**src/rtl/core/ilc_pkg.sv**
```systemverilog
package ilc_pkg;

   // number base codes
   localparam logic [1:0] BASE_DEC = 2'd0;
   localparam logic [1:0] BASE_OCT = 2'd1;
   localparam logic [1:0] BASE_HEX = 2'd2;

   // size codes
   localparam logic [2:0] SZ_INT8   = 3'd0;
   localparam logic [2:0] SZ_INT16  = 3'd1;
   localparam logic [2:0] SZ_UINT16 = 3'd2;
   localparam logic [2:0] SZ_INT32  = 3'd3;
   localparam logic [2:0] SZ_UINT32 = 3'd4;

   localparam logic [31:0] HIGH_BYTE_MASK = 32'h0000_ff00;

   // characters the prefix and suffix logic looks for
   localparam logic [7:0] CHAR_ZERO  = 8'h30;
   localparam logic [7:0] CHAR_NINE  = 8'h39;
   localparam logic [7:0] CHAR_UP_A  = 8'h41;
   localparam logic [7:0] CHAR_UP_Z  = 8'h5a;
   localparam logic [7:0] CHAR_LO_A  = 8'h61;
   localparam logic [7:0] CHAR_LO_Z  = 8'h7a;
   localparam logic [7:0] CHAR_ELL   = 8'h6c;
   localparam logic [7:0] CHAR_X     = 8'h78;
   localparam logic [7:0] CASE_SHIFT = 8'h20;

   localparam logic [1:0] POS_LAST = 2'd2;

   typedef struct packed {
      logic [1:0]  base;
      logic [31:0] acc;
      logic        bad;
      logic [1:0]  pos;
   } tok_state_type;

   localparam tok_state_type TOK_CLEAR = '{
      base: BASE_DEC, acc: 32'd0, bad: 1'b0, pos: 2'd0
   };

endpackage

```
**src/rtl/core/ilc_step.sv**
```systemverilog
module ilc_step (
   input  ilc_pkg::tok_state_type cur_state,
   input  logic [7:0]             ch,
   input  logic                   first,
   input  logic                   last,
   output ilc_pkg::tok_state_type upd_state,
   output logic                   ell_flag
);

   ilc_pkg::tok_state_type start;
   logic [7:0]  lower;
   logic [5:0]  digit;
   logic        is_digit;
   logic [4:0]  radix;
   logic [31:0] scaled;
   logic [31:0] sum;

   always_comb begin
      start = first ? ilc_pkg::TOK_CLEAR : cur_state;

      lower = (ch >= ilc_pkg::CHAR_UP_A && ch <= ilc_pkg::CHAR_UP_Z) ?
              ch + ilc_pkg::CASE_SHIFT : ch;
      ell_flag = (lower == ilc_pkg::CHAR_ELL);

      // digit value; letters run 10..35
      is_digit = 1'b1;
      digit    = 6'd0;
      if (ch >= ilc_pkg::CHAR_ZERO && ch <= ilc_pkg::CHAR_NINE) begin
         digit = 6'(ch - ilc_pkg::CHAR_ZERO);
      end else if (lower >= ilc_pkg::CHAR_LO_A && lower <= ilc_pkg::CHAR_LO_Z) begin
         digit = 6'(lower - ilc_pkg::CHAR_LO_A) + 6'd10;
      end else begin
         is_digit = 1'b0;
      end

      // shift-and-add multiply by the base
      case (start.base)
         ilc_pkg::BASE_OCT: begin
            radix  = 5'd8;
            scaled = {start.acc[28:0], 3'b000};
         end
         ilc_pkg::BASE_HEX: begin
            radix  = 5'd16;
            scaled = {start.acc[27:0], 4'b0000};
         end
         default: begin
            radix  = 5'd10;
            scaled = {start.acc[28:0], 3'b000} + {start.acc[30:0], 1'b0};
         end
      endcase
      sum = scaled + {26'd0, digit};

      upd_state = start;
      if (last && ell_flag) begin
         // suffix, no effect on value or legality
      end else if (start.pos == 2'd0 && ch == ilc_pkg::CHAR_ZERO) begin
         upd_state.base = ilc_pkg::BASE_OCT;
      end else if (start.pos == 2'd1 && start.base == ilc_pkg::BASE_OCT &&
                   lower == ilc_pkg::CHAR_X) begin
         upd_state.base = ilc_pkg::BASE_HEX;
      end else if (!is_digit || {1'b0, digit} >= {2'b00, radix}) begin
         upd_state.bad = 1'b1;
      end else if (!start.bad) begin
         upd_state.acc = sum;
      end

      if (start.pos != ilc_pkg::POS_LAST) begin
         upd_state.pos = start.pos + 2'd1;
      end
   end

endmodule

```
**src/rtl/core/ilc_size_classify.sv**
```systemverilog
module ilc_size_classify (
   input  logic [31:0] value,
   input  logic [1:0]  base,
   input  logic        ell,
   output logic [2:0]  size_code
);

   logic dec;
   logic big;
   logic mid;

   always_comb begin
      dec = !(base == ilc_pkg::BASE_OCT || base == ilc_pkg::BASE_HEX);
      big = ell ||
            (dec && value[31:16] != {16{value[15]}}) ||
            (!dec && value[31:16] != 16'd0);
      mid = (dec && value[15:8] != {8{value[7]}}) ||
            (!dec && (value & ilc_pkg::HIGH_BYTE_MASK) != 32'd0);

      if (big) begin
         size_code = (dec || !value[31]) ? ilc_pkg::SZ_INT32 : ilc_pkg::SZ_UINT32;
      end else if (mid) begin
         size_code = (!dec || !value[15]) ? ilc_pkg::SZ_INT16 : ilc_pkg::SZ_UINT16;
      end else begin
         size_code = (!dec || !value[7]) ? ilc_pkg::SZ_INT8 : ilc_pkg::SZ_INT16;
      end
   end

endmodule

```
**src/rtl/core/integer_literal_classifier.sv**
```systemverilog
// integer literal classifier: takes one character word per cycle (req_ch with
// req_first / req_last marks) unless a last character waits for the output
// slot, and, on the last character, returns one result word with the value
// modulo 2^32, the size code and the illegal flag. words carrying no last mark
// give no result. a word is registered on accept in the input register, is
// processed from there by the digit step and size logic, and the result lands
// in the output register, which drives rsp_valid. throughput is one character
// per cycle while no last character stalls, held by the combinational
// accumulator update (shift-and-add by 8, 10 or 16); a result waiting in the
// output register does not block characters that are not last
module integer_literal_classifier (
   input  logic        clock,
   input  logic        reset,
   input  logic        req_valid,
   output logic        req_ready,
   input  logic [7:0]  req_ch,
   input  logic        req_first,
   input  logic        req_last,
   output logic        rsp_valid,
   input  logic        rsp_ready,
   output logic [31:0] rsp_value,
   output logic [2:0]  rsp_size_code,
   output logic        rsp_illegal
);

   // input register
   logic       in_valid_ff, in_valid_in;
   logic [7:0] in_ch_ff;
   logic       in_first_ff;
   logic       in_last_ff;

   // token state
   ilc_pkg::tok_state_type tok_ff, tok_in;
   ilc_pkg::tok_state_type upd_state;
   logic                   ell_flag;

   // result register
   logic        out_valid_ff, out_valid_in;
   logic [31:0] out_value_ff;
   logic [2:0]  out_size_ff;
   logic        out_illegal_ff;
   logic [2:0]  size_code;

   logic out_free;
   logic proc_fire;
   logic req_fire;

   // output slot is free if empty or being drained this cycle
   assign out_free  = !out_valid_ff || rsp_ready;
   // a last character needs the output slot, others go straight through
   assign proc_fire = in_valid_ff && (!in_last_ff || out_free);
   assign req_ready = !in_valid_ff || proc_fire;
   assign req_fire  = req_valid && req_ready;

   ilc_step u_step (
      .cur_state (tok_ff),
      .ch        (in_ch_ff),
      .first     (in_first_ff),
      .last      (in_last_ff),
      .upd_state (upd_state),
      .ell_flag  (ell_flag)
   );

   ilc_size_classify u_size (
      .value     (upd_state.acc),
      .base      (upd_state.base),
      .ell       (ell_flag),
      .size_code (size_code)
   );

   always_comb begin
      in_valid_in = req_fire ? 1'b1 : (proc_fire ? 1'b0 : in_valid_ff);

      // token state restarts after every result
      tok_in = tok_ff;
      if (proc_fire) begin
         tok_in = in_last_ff ? ilc_pkg::TOK_CLEAR : upd_state;
      end

      out_valid_in = out_valid_ff;
      if (rsp_ready) begin
         out_valid_in = 1'b0;
      end
      if (proc_fire && in_last_ff) begin
         out_valid_in = 1'b1;
      end
   end

   // control state
   always_ff @(posedge clock) begin
      if (reset) begin
         in_valid_ff  <= 1'b0;
         out_valid_ff <= 1'b0;
         tok_ff       <= ilc_pkg::TOK_CLEAR;
      end else begin
         in_valid_ff  <= in_valid_in;
         out_valid_ff <= out_valid_in;
         tok_ff       <= tok_in;
      end
   end

   // input payload
   always_ff @(posedge clock) begin
      if (req_fire) begin
         in_ch_ff    <= req_ch;
         in_first_ff <= req_first;
         in_last_ff  <= req_last;
      end
   end

   // result payload
   always_ff @(posedge clock) begin
      if (proc_fire && in_last_ff) begin
         out_value_ff   <= upd_state.acc;
         out_size_ff    <= size_code;
         out_illegal_ff <= upd_state.bad;
      end
   end

   assign rsp_valid     = out_valid_ff;
   assign rsp_value     = out_value_ff;
   assign rsp_size_code = out_size_ff;
   assign rsp_illegal   = out_illegal_ff;

endmodule

```
**config.mk**
```make
export PLATFORM = sky130hd
export DESIGN_NAME = integer_literal_classifier
export DESIGN_NICKNAME = d
export VERILOG_FILES = /design/src/rtl/core/ilc_pkg.sv /design/src/rtl/core/ilc_step.sv /design/src/rtl/core/ilc_size_classify.sv /design/src/rtl/core/integer_literal_classifier.sv
export SDC_FILE = /design/constraint.sdc
export NUM_CORES = 1
export LEC_CHECK = 0
export ABC_AREA = 1
export ABC_CLOCK_PERIOD_IN_PS = 14900
export BUFFER_PORTS_ARGS = -buffer_cell sky130_fd_sc_hd__buf_2
export CAP_MARGIN = 10
export CELL_PAD_IN_SITES_DETAIL_PLACEMENT = 1
export CELL_PAD_IN_SITES_GLOBAL_PLACEMENT = 1
export CORE_MARGIN = 5
export CORE_UTILIZATION = 40
export DETAILED_ROUTE_END_ITERATION = 16
export PLACE_DENSITY_LB_ADDON = 0.1
export SLEW_MARGIN = 10
export SYNTH_ARGS = -nofsm -noshare
export SYNTH_HDL_FRONTEND = slang
export SYNTH_SLANG_ARGS = --single-unit
```
**constraint.sdc**
```tcl
create_clock -name clock -period 14.9 [get_ports clock]
set_input_delay 2.98 -clock clock [delete_from_list [all_inputs] [get_ports clock]]
set_output_delay 2.98 -clock clock [all_outputs]
set_load 0.005 [all_outputs]
```
* After elaboration in Yosys (flattened, before gate mapping) *
Cells that the tools add are included.

cells by class
  add/subtract/negate cells = 7
  $lt $le $gt $ge = 7
  equal/unequal tests = 11
  multiplexer cells = 27
  reduce and logical (&&, ||, !) cells = 38

operators with widths
  kind                 number
  $mux 37              2
  $mux 33              2
  $mux 32              2
  $pmux 32 s2          1
  $mux 35              1
  $add 32x32->32       1
  $add 32x6->32        1
  $reduce_bool 32->1   1
  $eq 8x7->1 const B   2
  $ge 8x7->1 const B   2
  $le 8x7->1 const B   2
  $ne 16x16->1         1
  $reduce_bool 16->1   1
  $logic_and 1x1->1    14
  $mux 6               2
  $sub 6x6->6 const B  2
  $logic_or 1x1->1     11
  $mux 2               5
  $pmux 5 s2           1
  $add 8x6->8 const B  1
  $eq 8x6->1 const B   1
  $ge 8x6->1 const B   1
  $le 8x6->1 const B   1
  $logic_not 1->1      8
  other kinds (12)     24

storage, ports and cells
  bits in registers = 85
  input port bits = 14
  word-level logic and storage cells = 102

* Depth between registers and ports, before layout *
Gate-level depths: netlist (run 1).

  depth in word-level cells = 20
  mapped depth = 47

* Modules after synthesis *
A second synthesis (run 1) with hierarchy kept.

unflattened totals
  cells, all modules = 1,258
  area total of the unflattened synthesis = 7,948.9 sq um

by module, submodules not included
  module                      instances  cells an instance  area each (sq um)  sequential area each (sq um)
  ilc_step                    1          959                4,853.4            0.0
  integer_literal_classifier  1          222                2,762.6            2,162.1
  ilc_size_classify           1          77                 332.8              0.0

* Worst setup path after synthesis (run 1) *
OpenSTA, ideal clock, no wires.

  kind = input-to-output
  from = input rsp_ready
  to = output req_ready
  arrival time = 3,167 ps
  path slack = 8,753 ps
  cell stages on the path = 2
  path through = inv_1 > nand4_1

between the ends
  word-level cells in the longest chain between the ends = 4

RTL lines
  item               line                              source
  start, declared    integer_literal_classifier.sv:20  input logic rsp_ready,
  $logic_or 1x1->1   integer_literal_classifier.sv:49  assign out_free = !out_valid_ff || rsp_ready;
  $logic_or 1x1->1   integer_literal_classifier.sv:51  assign proc_fire = in_valid_ff && (!in_last_ff || out_free);
  $logic_and 1x1->1  integer_literal_classifier.sv:51
  $logic_or 1x1->1   integer_literal_classifier.sv:52  assign req_ready = !in_valid_ff || proc_fire;
  end, declared      integer_literal_classifier.sv:15  output logic req_ready,

Every way passes these cells.

* Worst setup path after layout (run 1) *
  from = register in_first_ff
  to = register out_size_ff[1], in the netlist rsp_size_code[1] (data pin)

between the ends
  word-level cells in the longest chain between the ends = 14

RTL lines
  item                                         line                               source
  start, declared                              integer_literal_classifier.sv:29   logic in_first_ff;
  start signal, assigned                       integer_literal_classifier.sv:106  in_first_ff <= req_first;
  $mux 37 *                                    ilc_step.sv:19                     start = first ? ilc_pkg::TOK_CLEAR : cur_state;
  $add 32x32->32 (tied with other cells)       ilc_step.sv:48                     scaled = {start.acc[28:0], 3'b000} + {start.acc[30:0], 1'b0};
  $pmux 32 s2 or $pmux 5 s2 (tied branches)    ilc_step.sv:37                     case (start.base)
  $add 32x6->32 or $ge 6x5->1 (tied branches)  ilc_step.sv:51, ilc_step.sv:61
  $mux 32 or $logic_or 1x1->1 (tied branches)  ilc_step.sv:63, ilc_step.sv:61
  $mux 32                                      ilc_step.sv:61                     end else if (!is_digit || {1'b0, digit} >= {2'b00, radix}) begin
  $mux 33                                      ilc_step.sv:58                     end else if (start.pos == 2'd1 && start.base == ilc_pkg::BASE_OCT &&
  $mux 33                                      ilc_step.sv:56                     end else if (start.pos == 2'd0 && ch == ilc_pkg::CHAR_ZERO) begin
  $mux 35 *                                    ilc_step.sv:54                     if (last && ell_flag) begin
  named net u_size.value[18]                   ilc_size_classify.sv:2             input logic [31:0] value,
  $ne 16x16->1                                 ilc_size_classify.sv:15            (dec && value[31:16] != {16{value[15]}}) ||
  $logic_and 1x1->1                            ilc_size_classify.sv:15
  $logic_or 1x1->1                             ilc_size_classify.sv:14            big = ell ||
  $logic_or 1x1->1 *                           ilc_size_classify.sv:15
  $mux 3 *                                     ilc_size_classify.sv:20            if (big) begin
  named net size_code[1]                       integer_literal_classifier.sv:42   logic [2:0] size_code;
  end signal, assigned                         integer_literal_classifier.sv:115  out_size_ff <= size_code;
  end, declared                                integer_literal_classifier.sv:40   logic [2:0] out_size_ff;

Mark *: on every way through the listed nets, which the timed path passes. The rest lies on a longest branch.
A chain may end at the register's enable or synchronous reset.

==> metrics.yaml, run 1 <==
timing:
  relSlewSlack_pct: 40.1
  timing.final.ws_setup_ns: 7.94
  setup_viol: 0
  finalCritPeriodShare_pct: 46.7
  finalHoldViolations: 0
  report.final.slew_viol_count: 0
  fmax_ghz: 0.144
  period_minus_slack_ns: 6.96
  rsz0062_at_grt: "no"
  setup-tns-final_ns: 0
  fin_skew_ns: 0.0131
  worstMarginPinSlew_ns: 0.897
drt:
  drc: 0
  firstDrtPassIters: 5
  first_iter_violations: 562
  wl_per_cell_um: 17.6
  via_per_inst: 5.32
  vias: 9141
  wl_um: 30300
  postRouteAntennaNets: 0
floorplan:
  coreArea_mm2: 0.0210
  die_area_mm2: 0.0243
  initial_core_util_pct: 40.6
  die_h_um: 156
  ios: 52
  chipWidth_um: 156
  rows: 53
place:
  dp.cells: 1702
  dp_hpwl_um: 24200
  postPlaceCellArea_mm2: 0.00901
  io_buffers: 51
  pre_cts_ws_ns: 7.99
  place.gp.congestion: 0.963
critical_path:
  worstRegToRegCells: 32
  cpMaxStageDelayCell: "inv_1"
  end_kind: "flip-flop"
  reg2reg_from: "in_first_ff$_DFFE_PP_"
  slowest_delay_ns: 0.68
  arrival_ns: 7.06
  worst-path-max-fanout: 39
  worst_r2r_endpoint: "rsp_size_code[1]$_DFFE_PP_"
  crit_top_cell: "nand2_1"
  crit_type: "flip-flop to flip-flop"
  critPathLaunch: "in_first_ff$_DFFE_PP_"
  critPathRequiredTime_ns: 15.00
  reg2reg_setup_slack_ns: 7.94
  critPathLaunchType: "flip-flop"
cts:
  cts-hold-fix-buffers: 0
  post_cts_buffers: 0
  numCtsBuffers: 9
  tritoncts: "done"
  cts_resized: 0
  h-tree-depth: 3
  clkLatencyLatePin_ns: 0.35
  root_buffer: "clkbuf_16"
  clock-sinks: 85
  clkSlewWorstSetupHoldPaths_ns: 0.07
  clockBufferDepth: 2
power_and_ir_drop:
  p_int_w: 0.000416
  p_switching_w: 0.000161
  p_comb_share_pct: 13.1
  p_leak_nw: 4.62
  p_clk_share_pct: 42.4
  power.density_mw_per_mm2: 61.8
  seq_power_share_pct: 44.5
  power_switching_share_pct: 27.9
  fin_total_pwr_w: 0.000577
  ir_drop_v: 0.0000620
synthesis:
  synth_top_cell_area_share_pct: 20.5
  avgSynthCellArea_um2: 6.08
  syn_inst: 1400
  synth_top_area_cell: "nand2_1"
  yosys_warnings: 0
  synth_area_leaders: "nand2_1, edfxtp_1, inv_1"
  ys_ff_latch: 85
  synth.cell_area_mm2: 0.00851
  synth_ff_type: "edfxtp_1"
  synth_edf_count: 46
  syn_nets: 1468
  yosysSeqAreaShare_pct: 25.4
  async_reset_ff_share_pct: 0
  synthDistinctLibCells: 50
worst_hold_path:
  min_to: "tok_ff[36]$_SDFFE_PP0P_"
  hold_class: "flip-flop to flip-flop"
  hold_path_depth: 2
  worst_hold_startpoint: "tok_ff[36]$_SDFFE_PP0P_"
global_routing:
  grt_pass1_vias: 9506
  grt_pass1_wl_um: 49600
  grt_max_degree: 40
  track_usage_pct: 25.4
  gr-total-overflow: 0
  antenna_found_initial: 0
job:
  drv_cap: 0
cells_and_area:
  fin_nets: 1506
  final_cell_mix: "nand2_1, inv_1, nor2_1"
  diodes: 0
  drive_gt1_share_pct: 9.36
  synthToLayoutAreaGrowth_pct: 9.62
  final_cells: 1718
  design_area_mm2: 0.00933
  layout_commonest_cell: "nand2_1"
status:
  outcome: "completed"
-- metrics by stage --
step           hold slack (ns)  utilization (%)
3_5_place_dp             0.457             43.0
4_1_cts                  0.467             44.5
5_1_grt                  0.485             44.5
2_1_floorplan            0.445                -
3_3_place_gp             0.454             43.0
6_report                 0.467             44.5
-- layer usage --
| metal | track usage (%) | up-vias | share of wire, % |
|---|---|---|---|
| met5 | 0 | - | 0 |
| met2 | 43.3 | 157 | 47 |
| met4 | 5.25 | 0 | 1.4 |
| met3 | 2.25 | 30 | 3.9 |
| li1 | - | 4553 | - |
| met1 | 35.2 | 4401 | 48 |
-- synthesized netlist by cell type, types with 32 or more instances --
library cell / count
a21oi_1: 79
dfxtp_1: 39
edfxtp_1: 46
ha_1: 52
inv_1: 222
nand2_1: 465
nand3_1: 103
nand4_1: 32
nor2_1: 140
o21ai_0: 36
-- worst max-delay path: cells and delay by family (launching register included) --
kind	cells	cell delay, ns
adder cells (fa/ha/maj)	2	0.68
AND/OR/NAND/NOR	18	2.44
XOR/XNOR	1	0.18
buffers and inverters	7	2.14
flip-flops	1	0.36
AO/OA/AOI/OAI	4	0.92
-- layout make-up --
class,count,area [µm²]
Sequential cell,85,2160
Fill cell,2933,11600
Inverter,236,886
Timing Repair Buffer,57,300
Multi-Input combinational cell,1049,5320
Clock buffer,10,250
Tap cell,275,344
Clock inverter,6,67.6
-- power by group through the flow --
| stage | clock (W) | combinational, W | sequential, W |
|---|---|---|---|
| final | 0.000245 | 0.0000754 | 0.000257 |
| after global routing | 0.000262 | 0.0000848 | 0.000257 |
| after floorplan | 0 | 0.0000522 | 0.000261 |
| after detailed placement | 0 | 0.0000755 | 0.000262 |
| after global placement | 0 | 0.0000736 | 0.000262 |
| after CTS | 0.000249 | 0.0000758 | 0.000257 |
-- registers in the layout (all words and copies together), names as in the netlist --
register and count:
tok_ff 37, in_first_ff 1, rsp_valid 1, rsp_value 32, rsp_illegal 1, in_valid_ff 1, in_last_ff 1, in_ch_ff 8
rsp_size_code 3
-- worst max-delay path by stage --
stage	endpoint	slack (ns)	cells after the start
2_1_floorplan	req_ready	8.75	2
3_3_place_gp	rsp_size_code[1]$_DFFE_PP_	8.35	32
3_5_place_dp	rsp_size_code[1]$_DFFE_PP_	7.99	32
4_1_cts	rsp_size_code[1]$_DFFE_PP_	7.94	32
5_1_grt	rsp_size_code[0]$_DFFE_PP_	7.10	32
6_report	rsp_size_code[1]$_DFFE_PP_	7.94	32
-- logic make-up after synthesis --
| family | after synthesis | synth area share, % |
|---|---|---|
| flip-flops | 85 | 25.4 |
| XOR/XNOR | 13 | 1.34 |
| AND/OR/NAND/NOR | 808 | 40.7 |
| AO/OA/AOI/OAI | 174 | 12.3 |
| adder cells (fa/ha/maj) | 54 | 8.12 |
| buffers and inverters | 266 | 12.1 |
Power figures use the tool's default switching activity.
==> run 2: changes to the inputs <==
ABC_CLOCK_PERIOD_IN_PS = 6300   (was 14900)
clock period = 6.3 ns   (was 14.9 ns; I/O delays follow)
==> metrics.yaml, run 2 (same netlist as run 1, synthesis figures left out) <==
status:
  outcome: "completed"
drt:
  firstDrtPassIters: 5  # unchanged
  wl_um: 30700  # +1.3%
  via_per_inst: 5.30  # -0.40%
  postRouteAntennaNets: 0  # unchanged
  vias: 9163  # +0.24%
  first_iter_violations: 489  # -13%
  drc: 0  # unchanged
  wl_per_cell_um: 17.7  # +0.64%
floorplan:
  die_area_mm2: 0.0243  # unchanged
  die_h_um: 156  # unchanged
  coreArea_mm2: 0.0210  # unchanged
  rows: 53  # unchanged
  chipWidth_um: 156  # unchanged
  initial_core_util_pct: 40.6  # unchanged
  ios: 52  # unchanged
global_routing:
  gr-total-overflow: 0  # unchanged
  track_usage_pct: 25.6  # +0.19 points
  grt_max_degree: 40  # unchanged
  grt_pass1_wl_um: 49300  # -0.58%
  grt_pass1_vias: 9375  # -1.4%
  antenna_found_initial: 0  # unchanged
critical_path:
  arrival_ns: 5.75  # -1.31 ns
  reg2reg_from: "in_ch_ff[0]$_DFFE_PP_"
  critPathRequiredTime_ns: 6.40  # -8.60 ns
  critPathLaunchType: "flip-flop"
  slowest_delay_ns: 0.48  # -0.20 ns
  cpMaxStageDelayCell: "edfxtp_1"
  critPathLaunch: "in_ch_ff[0]$_DFFE_PP_"
  end_kind: "flip-flop"
  worst-path-max-fanout: 7  # -82%
  crit_type: "flip-flop to flip-flop"
  crit_top_cell: "nand2_1"
cells_and_area:
  synthToLayoutAreaGrowth_pct: 10.7
  regMostFlops: "tok_ff"
  diodes: 0  # unchanged
  drive_gt1_share_pct: 10.7  # +1.3 points
  final_cells: 1729  # +0.64%
  layout_commonest_cell: "nand2_1"
  fin_nets: 1517  # +0.73%
  largest_register_ffs: 37  # unchanged
  fin_util_pct: 44.9  # +0.42 points
  final_cell_mix: "nand2_1, inv_1, nor2_1"
place:
  dp_hpwl_um: 24400  # +1.0%
  io_buffers: 51  # unchanged
  place.gp.congestion: 0.912  # -5.2%
  dp.cells: 1707  # +0.29%
cts:
  numCtsBuffers: 9  # unchanged
  clkSlewWorstSetupHoldPaths_ns: 0.06  # about the same
  root_buffer: "clkbuf_16"
  tritoncts: "done"
  clockBufferDepth: 2  # unchanged
  h-tree-depth: 3  # unchanged
  clkLatencyLatePin_ns: 0.35  # about the same
  clock-sinks: 85  # unchanged
timing:
  worstMarginPinSlew_ns: 0.851  # -0.0462 ns
  report.final.slew_viol_count: 0  # unchanged
  setup-tns-final_ns: 0  # unchanged
  fmax_ghz: 0.177  # +23%
  period_minus_slack_ns: 5.65  # -1.31 ns
  setup_viol: 0  # unchanged
  fin_skew_ns: 0.0113  # -0.00178 ns
  rsz0062_at_grt: "no"
  relSlewSlack_pct: 43.3  # +3.1 points
  finalHoldViolations: 0  # unchanged
  finalCritPeriodShare_pct: 89.7  # +43 points
power_and_ir_drop:
  p_leak_nw: 4.67  # +1.0%
  power.density_mw_per_mm2: 144  # +130%
  fin_total_pwr_w: 0.00135  # +130%
  ir_drop_v: 0.000155  # +150%
worst_hold_path:
  hold_class: "flip-flop to flip-flop"
  worst_hold_startpoint: "tok_ff[22]$_SDFFE_PP0P_"
job:
  drv_cap: 0  # unchanged
[run 2: final cells by class]
type / count / area [µm²]
tap: 275 / 344
inverter: 236 / 886
multi-input combinational: 1049 / 5330
clock inverter: 6 / 68.8
timing repair buffer: 68 / 383
sequential: 85 / 2160
clock buffer: 10 / 239
fill: 2956 / 11500
[run 2: worst paths after layout]
kind                                      to  cells after the start  slack (ns)
setup / recovery  rsp_size_code[1]$_DFFE_PP_                     43        0.65
hold / removal       tok_ff[22]$_SDFFE_PP0P_                      2        0.47
setup reg to reg  rsp_size_code[1]$_DFFE_PP_                     43        0.65
hold reg to reg      tok_ff[22]$_SDFFE_PP0P_                      2        0.47
[run 2: metrics by stage]
| step | setup slack [ns] | instance area [µm²] | hold slack [ns] |
|---|---|---|---|
| floorplan | 1.17 | 8510 | 0.445 |
| global placement | 0.628 | 9050 | 0.452 |
| detailed placement | 0.496 | 9050 | 0.456 |
| CTS | 0.368 | 9360 | 0.466 |
| global route | 0.00997 | 9420 | 0.477 |
| finish | 0.647 | 9420 | 0.466 |
[run 2: repair_timing]
action | CTS | global route
resized for setup | 0 | 9
setup endpoints to repair | 0 | 2
buffers inserted | 0 | 6
endpoints found under the hold margin | 0 | 0
hold buffers | 0 | 0
[run 2: power by group]
| part | internal, W | total, W | switching (W) |
|---|---|---|---|
| Sequential | 0.000598 | 0.000606 | 0.00000812 |
| Combinational | 0.0000537 | 0.000184 | 0.000131 |
| Clock | 0.000321 | 0.000564 | 0.000242 |
| Total | 0.000973 | 0.00135 | 0.000381 |
[run 2: critical path: cells and delay by family (launching register included)]
kind                       cells  cell delay (ns)
AOI/OAI and AO/OA              2             0.29
adders and majority gates      3             0.78
buffers and inverters          6             0.49
DFF                            1             0.48
and+or+nand+nor               32             3.37
[run 2: per-layer routing]
metal / wire length (µm) / track usage (%) / vias to the layer above
met5: 0 / 0 / -
met4: 718 / 7.21 / 0
met3: 1430 / 4.08 / 49
met2: 13700 / 41.3 / 182
met1: 14800 / 35.4 / 4349
li1: - / - / 4583
==> run 3: changes to the inputs <==
CAP_MARGIN = 30   (was 10)
RECOVER_POWER = 50   (was not set)
==> metrics.yaml, run 3 (same netlist as run 1, synthesis figures left out) <==
status:
  outcome: "finished, violations left"
  violations: "max-capacitance violations, max-slew violations"
critical_path:
  crit_end: "rsp_size_code[1]$_DFFE_PP_"
  end_kind: "flip-flop"
  critPathRequiredTime_ns: 6.40  # about the same
  worst-path-max-fanout: 7  # unchanged
  crit_type: "flip-flop to flip-flop"
  reg2reg_setup_slack_ns: 0.66  # about the same
  worstRegToRegCells: 43  # unchanged
  slowest_delay_ns: 0.48  # about the same
  critPathLaunch: "in_ch_ff[0]$_DFFE_PP_"
  reg2reg_from: "in_ch_ff[0]$_DFFE_PP_"
  critPathLaunchType: "flip-flop"
  crit_top_cell: "nand2_1"
  worst_r2r_endpoint: "rsp_size_code[1]$_DFFE_PP_"
  cpMaxStageDelayCell: "edfxtp_1"
  arrival_ns: 5.74  # about the same
cells_and_area:
  synthToLayoutAreaGrowth_pct: 10.1
  layout_commonest_cell: "nand2_1"
  largest_register_ffs: 37  # unchanged
  design_area_mm2: 0.00937  # -0.49%
  final_cell_mix: "nand2_1, inv_1, nor2_1"
  diodes: 0  # unchanged
  regMostFlops: "tok_ff"
  fin_nets: 1517  # unchanged
  drive_gt1_share_pct: 8.25  # -2.4 points
timing:
  relSlewSlack_pct: -36.8  # -80 points
  fin_skew_ns: 0.0115  # +0.000200 ns
  setup_viol: 0  # unchanged
  worstMarginPinSlew_ns: 2.05  # +1.20 ns
  setup-tns-final_ns: 0  # unchanged
  finalCritPeriodShare_pct: 89.5  # -0.24 points
  report.final.slew_viol_count: 67  # +67
  fmax_ghz: 0.177  # +0.26%
  rsz0062_at_grt: "no"
  period_minus_slack_ns: 5.64  # -0.0149 ns
  finalHoldViolations: 0  # unchanged
  hold_ws_ns: 0.466  # +0.000239 ns
power_and_ir_drop:
  p_leak_nw: 4.56  # -2.3%
  ir_drop_v: 0.000155  # -0.19%
  fin_total_pwr_w: 0.00135  # unchanged
  power.density_mw_per_mm2: 145  # +0.49%
drt:
  wl_um: 30700  # about the same
  firstDrtPassIters: 5  # unchanged
  postRouteAntennaNets: 0  # unchanged
  via_per_inst: 5.30  # about the same
  first_iter_violations: 510  # +4.3%
  drc: 0  # unchanged
  wl_per_cell_um: 17.7  # about the same
  vias: 9156  # -0.076%
floorplan:
  rows: 53  # unchanged
  coreArea_mm2: 0.0210  # unchanged
  die_area_mm2: 0.0243  # unchanged
  ios: 52  # unchanged
  chipWidth_um: 156  # unchanged
  initial_core_util_pct: 40.6  # unchanged
  die_h_um: 156  # unchanged
worst_hold_path:
  hold_class: "flip-flop to flip-flop"
cts:
  cts-hold-fix-buffers: 0  # unchanged
  numCtsBuffers: 9  # unchanged
  root_buffer: "clkbuf_16"
  clock-sinks: 85  # unchanged
  clkSlewWorstSetupHoldPaths_ns: 0.06  # about the same
  tritoncts: "done"
  clockBufferDepth: 2  # unchanged
  h-tree-depth: 3  # unchanged
  clkLatencyLatePin_ns: 0.35  # about the same
global_routing:
  gr-total-overflow: 0  # unchanged
  grt_pass1_vias: 9375  # unchanged
  track_usage_pct: 25.6  # unchanged
  grt_pass1_wl_um: 49300  # unchanged
  antenna_found_initial: 0  # unchanged
  grt_max_degree: 40  # unchanged
place:
  place.gp.congestion: 0.912  # unchanged
  dp_hpwl_um: 24400  # unchanged
  postPlaceCellArea_mm2: 0.00905  # unchanged
  io_buffers: 51  # unchanged
job:
  drv_cap: 2  # +2
[run 3: changes by cell type in the layout (fill, tap and decap cells not counted)]
| cell | previous run | this run |
|---|---|---|
| clkbuf_1 | 0 | 35 |
| buf_2 | 51 | 17 |
| buf_4 | 17 | 16 |
[run 3: power breakdown]
part	leakage [nW]	switching [W]	total, W	internal [W]
logic	3.64	0.000131	0.000183	0.0000520
registers	0.765	0.00000821	0.000607	0.000598
clock network	0.149	0.000244	0.000565	0.000321
total	4.56	0.000383	0.00135	0.000972
[run 3: per-layer routing]
layer | share of wire (%) | vias up | wire, µm | global-route usage (%)
met5 | 0 | - | 0 | 0
met1 | 48 | 4335 | 14900 | 35.4
met3 | 4.6 | 46 | 1410 | 4.08
met2 | 45 | 187 | 13700 | 41.3
met4 | 2.3 | 0 | 712 | 7.21
li1 | - | 4588 | - | -
[run 3: cell type report]
type | instances | area [µm²]
Fill cell | 2972 | 11600
Sequential cell | 85 | 2160
Clock inverter | 6 | 68.8
Timing Repair Buffer | 68 | 337
Inverter | 236 | 886
Clock buffer | 10 | 239
Tap cell | 275 | 344
Multi-Input combinational cell | 1049 | 5330
[run 3: through the flow]
step                worst slack (ns)  instances  util, %
floorplan                       1.17       1400        -
global placement               0.628       1707     43.2
detailed placement             0.496       1707     43.2
CTS                            0.368       1723     44.6
global route                 0.00997       1729     44.7
finish                         0.662       1729     44.7
[run 3: worst min-delay path by stage]
stage                       startpoint                      end  slack [ns]  cells past startpoint
4_1_cts        tok_ff[18]$_SDFFE_PP0P_  tok_ff[18]$_SDFFE_PP0P_        0.47                      2
3_5_place_dp   tok_ff[18]$_SDFFE_PP0P_  tok_ff[18]$_SDFFE_PP0P_        0.46                      2
2_1_floorplan  tok_ff[11]$_SDFFE_PP0P_  tok_ff[11]$_SDFFE_PP0P_        0.45                      2
5_1_grt        tok_ff[26]$_SDFFE_PP0P_  tok_ff[26]$_SDFFE_PP0P_        0.48                      2
6_report       tok_ff[22]$_SDFFE_PP0P_  tok_ff[22]$_SDFFE_PP0P_        0.47                      2
3_3_place_gp   tok_ff[26]$_SDFFE_PP0P_  tok_ff[26]$_SDFFE_PP0P_        0.45                      2
[run 3: worst max-delay path, delay by kind of cell (launching register included)]
family          cells  cell delay (ns)
buf+inv             6             0.49
flops               1             0.48
simple gates       32             3.36
fa+ha+maj           3             0.78
compound gates      2             0.29
[run 3: what timing repair did]
action | in CTS | in global routing
gates resized for setup | 0 | 9
endpoints found under the setup margin | 0 | 2
setup buffers | 0 | 6
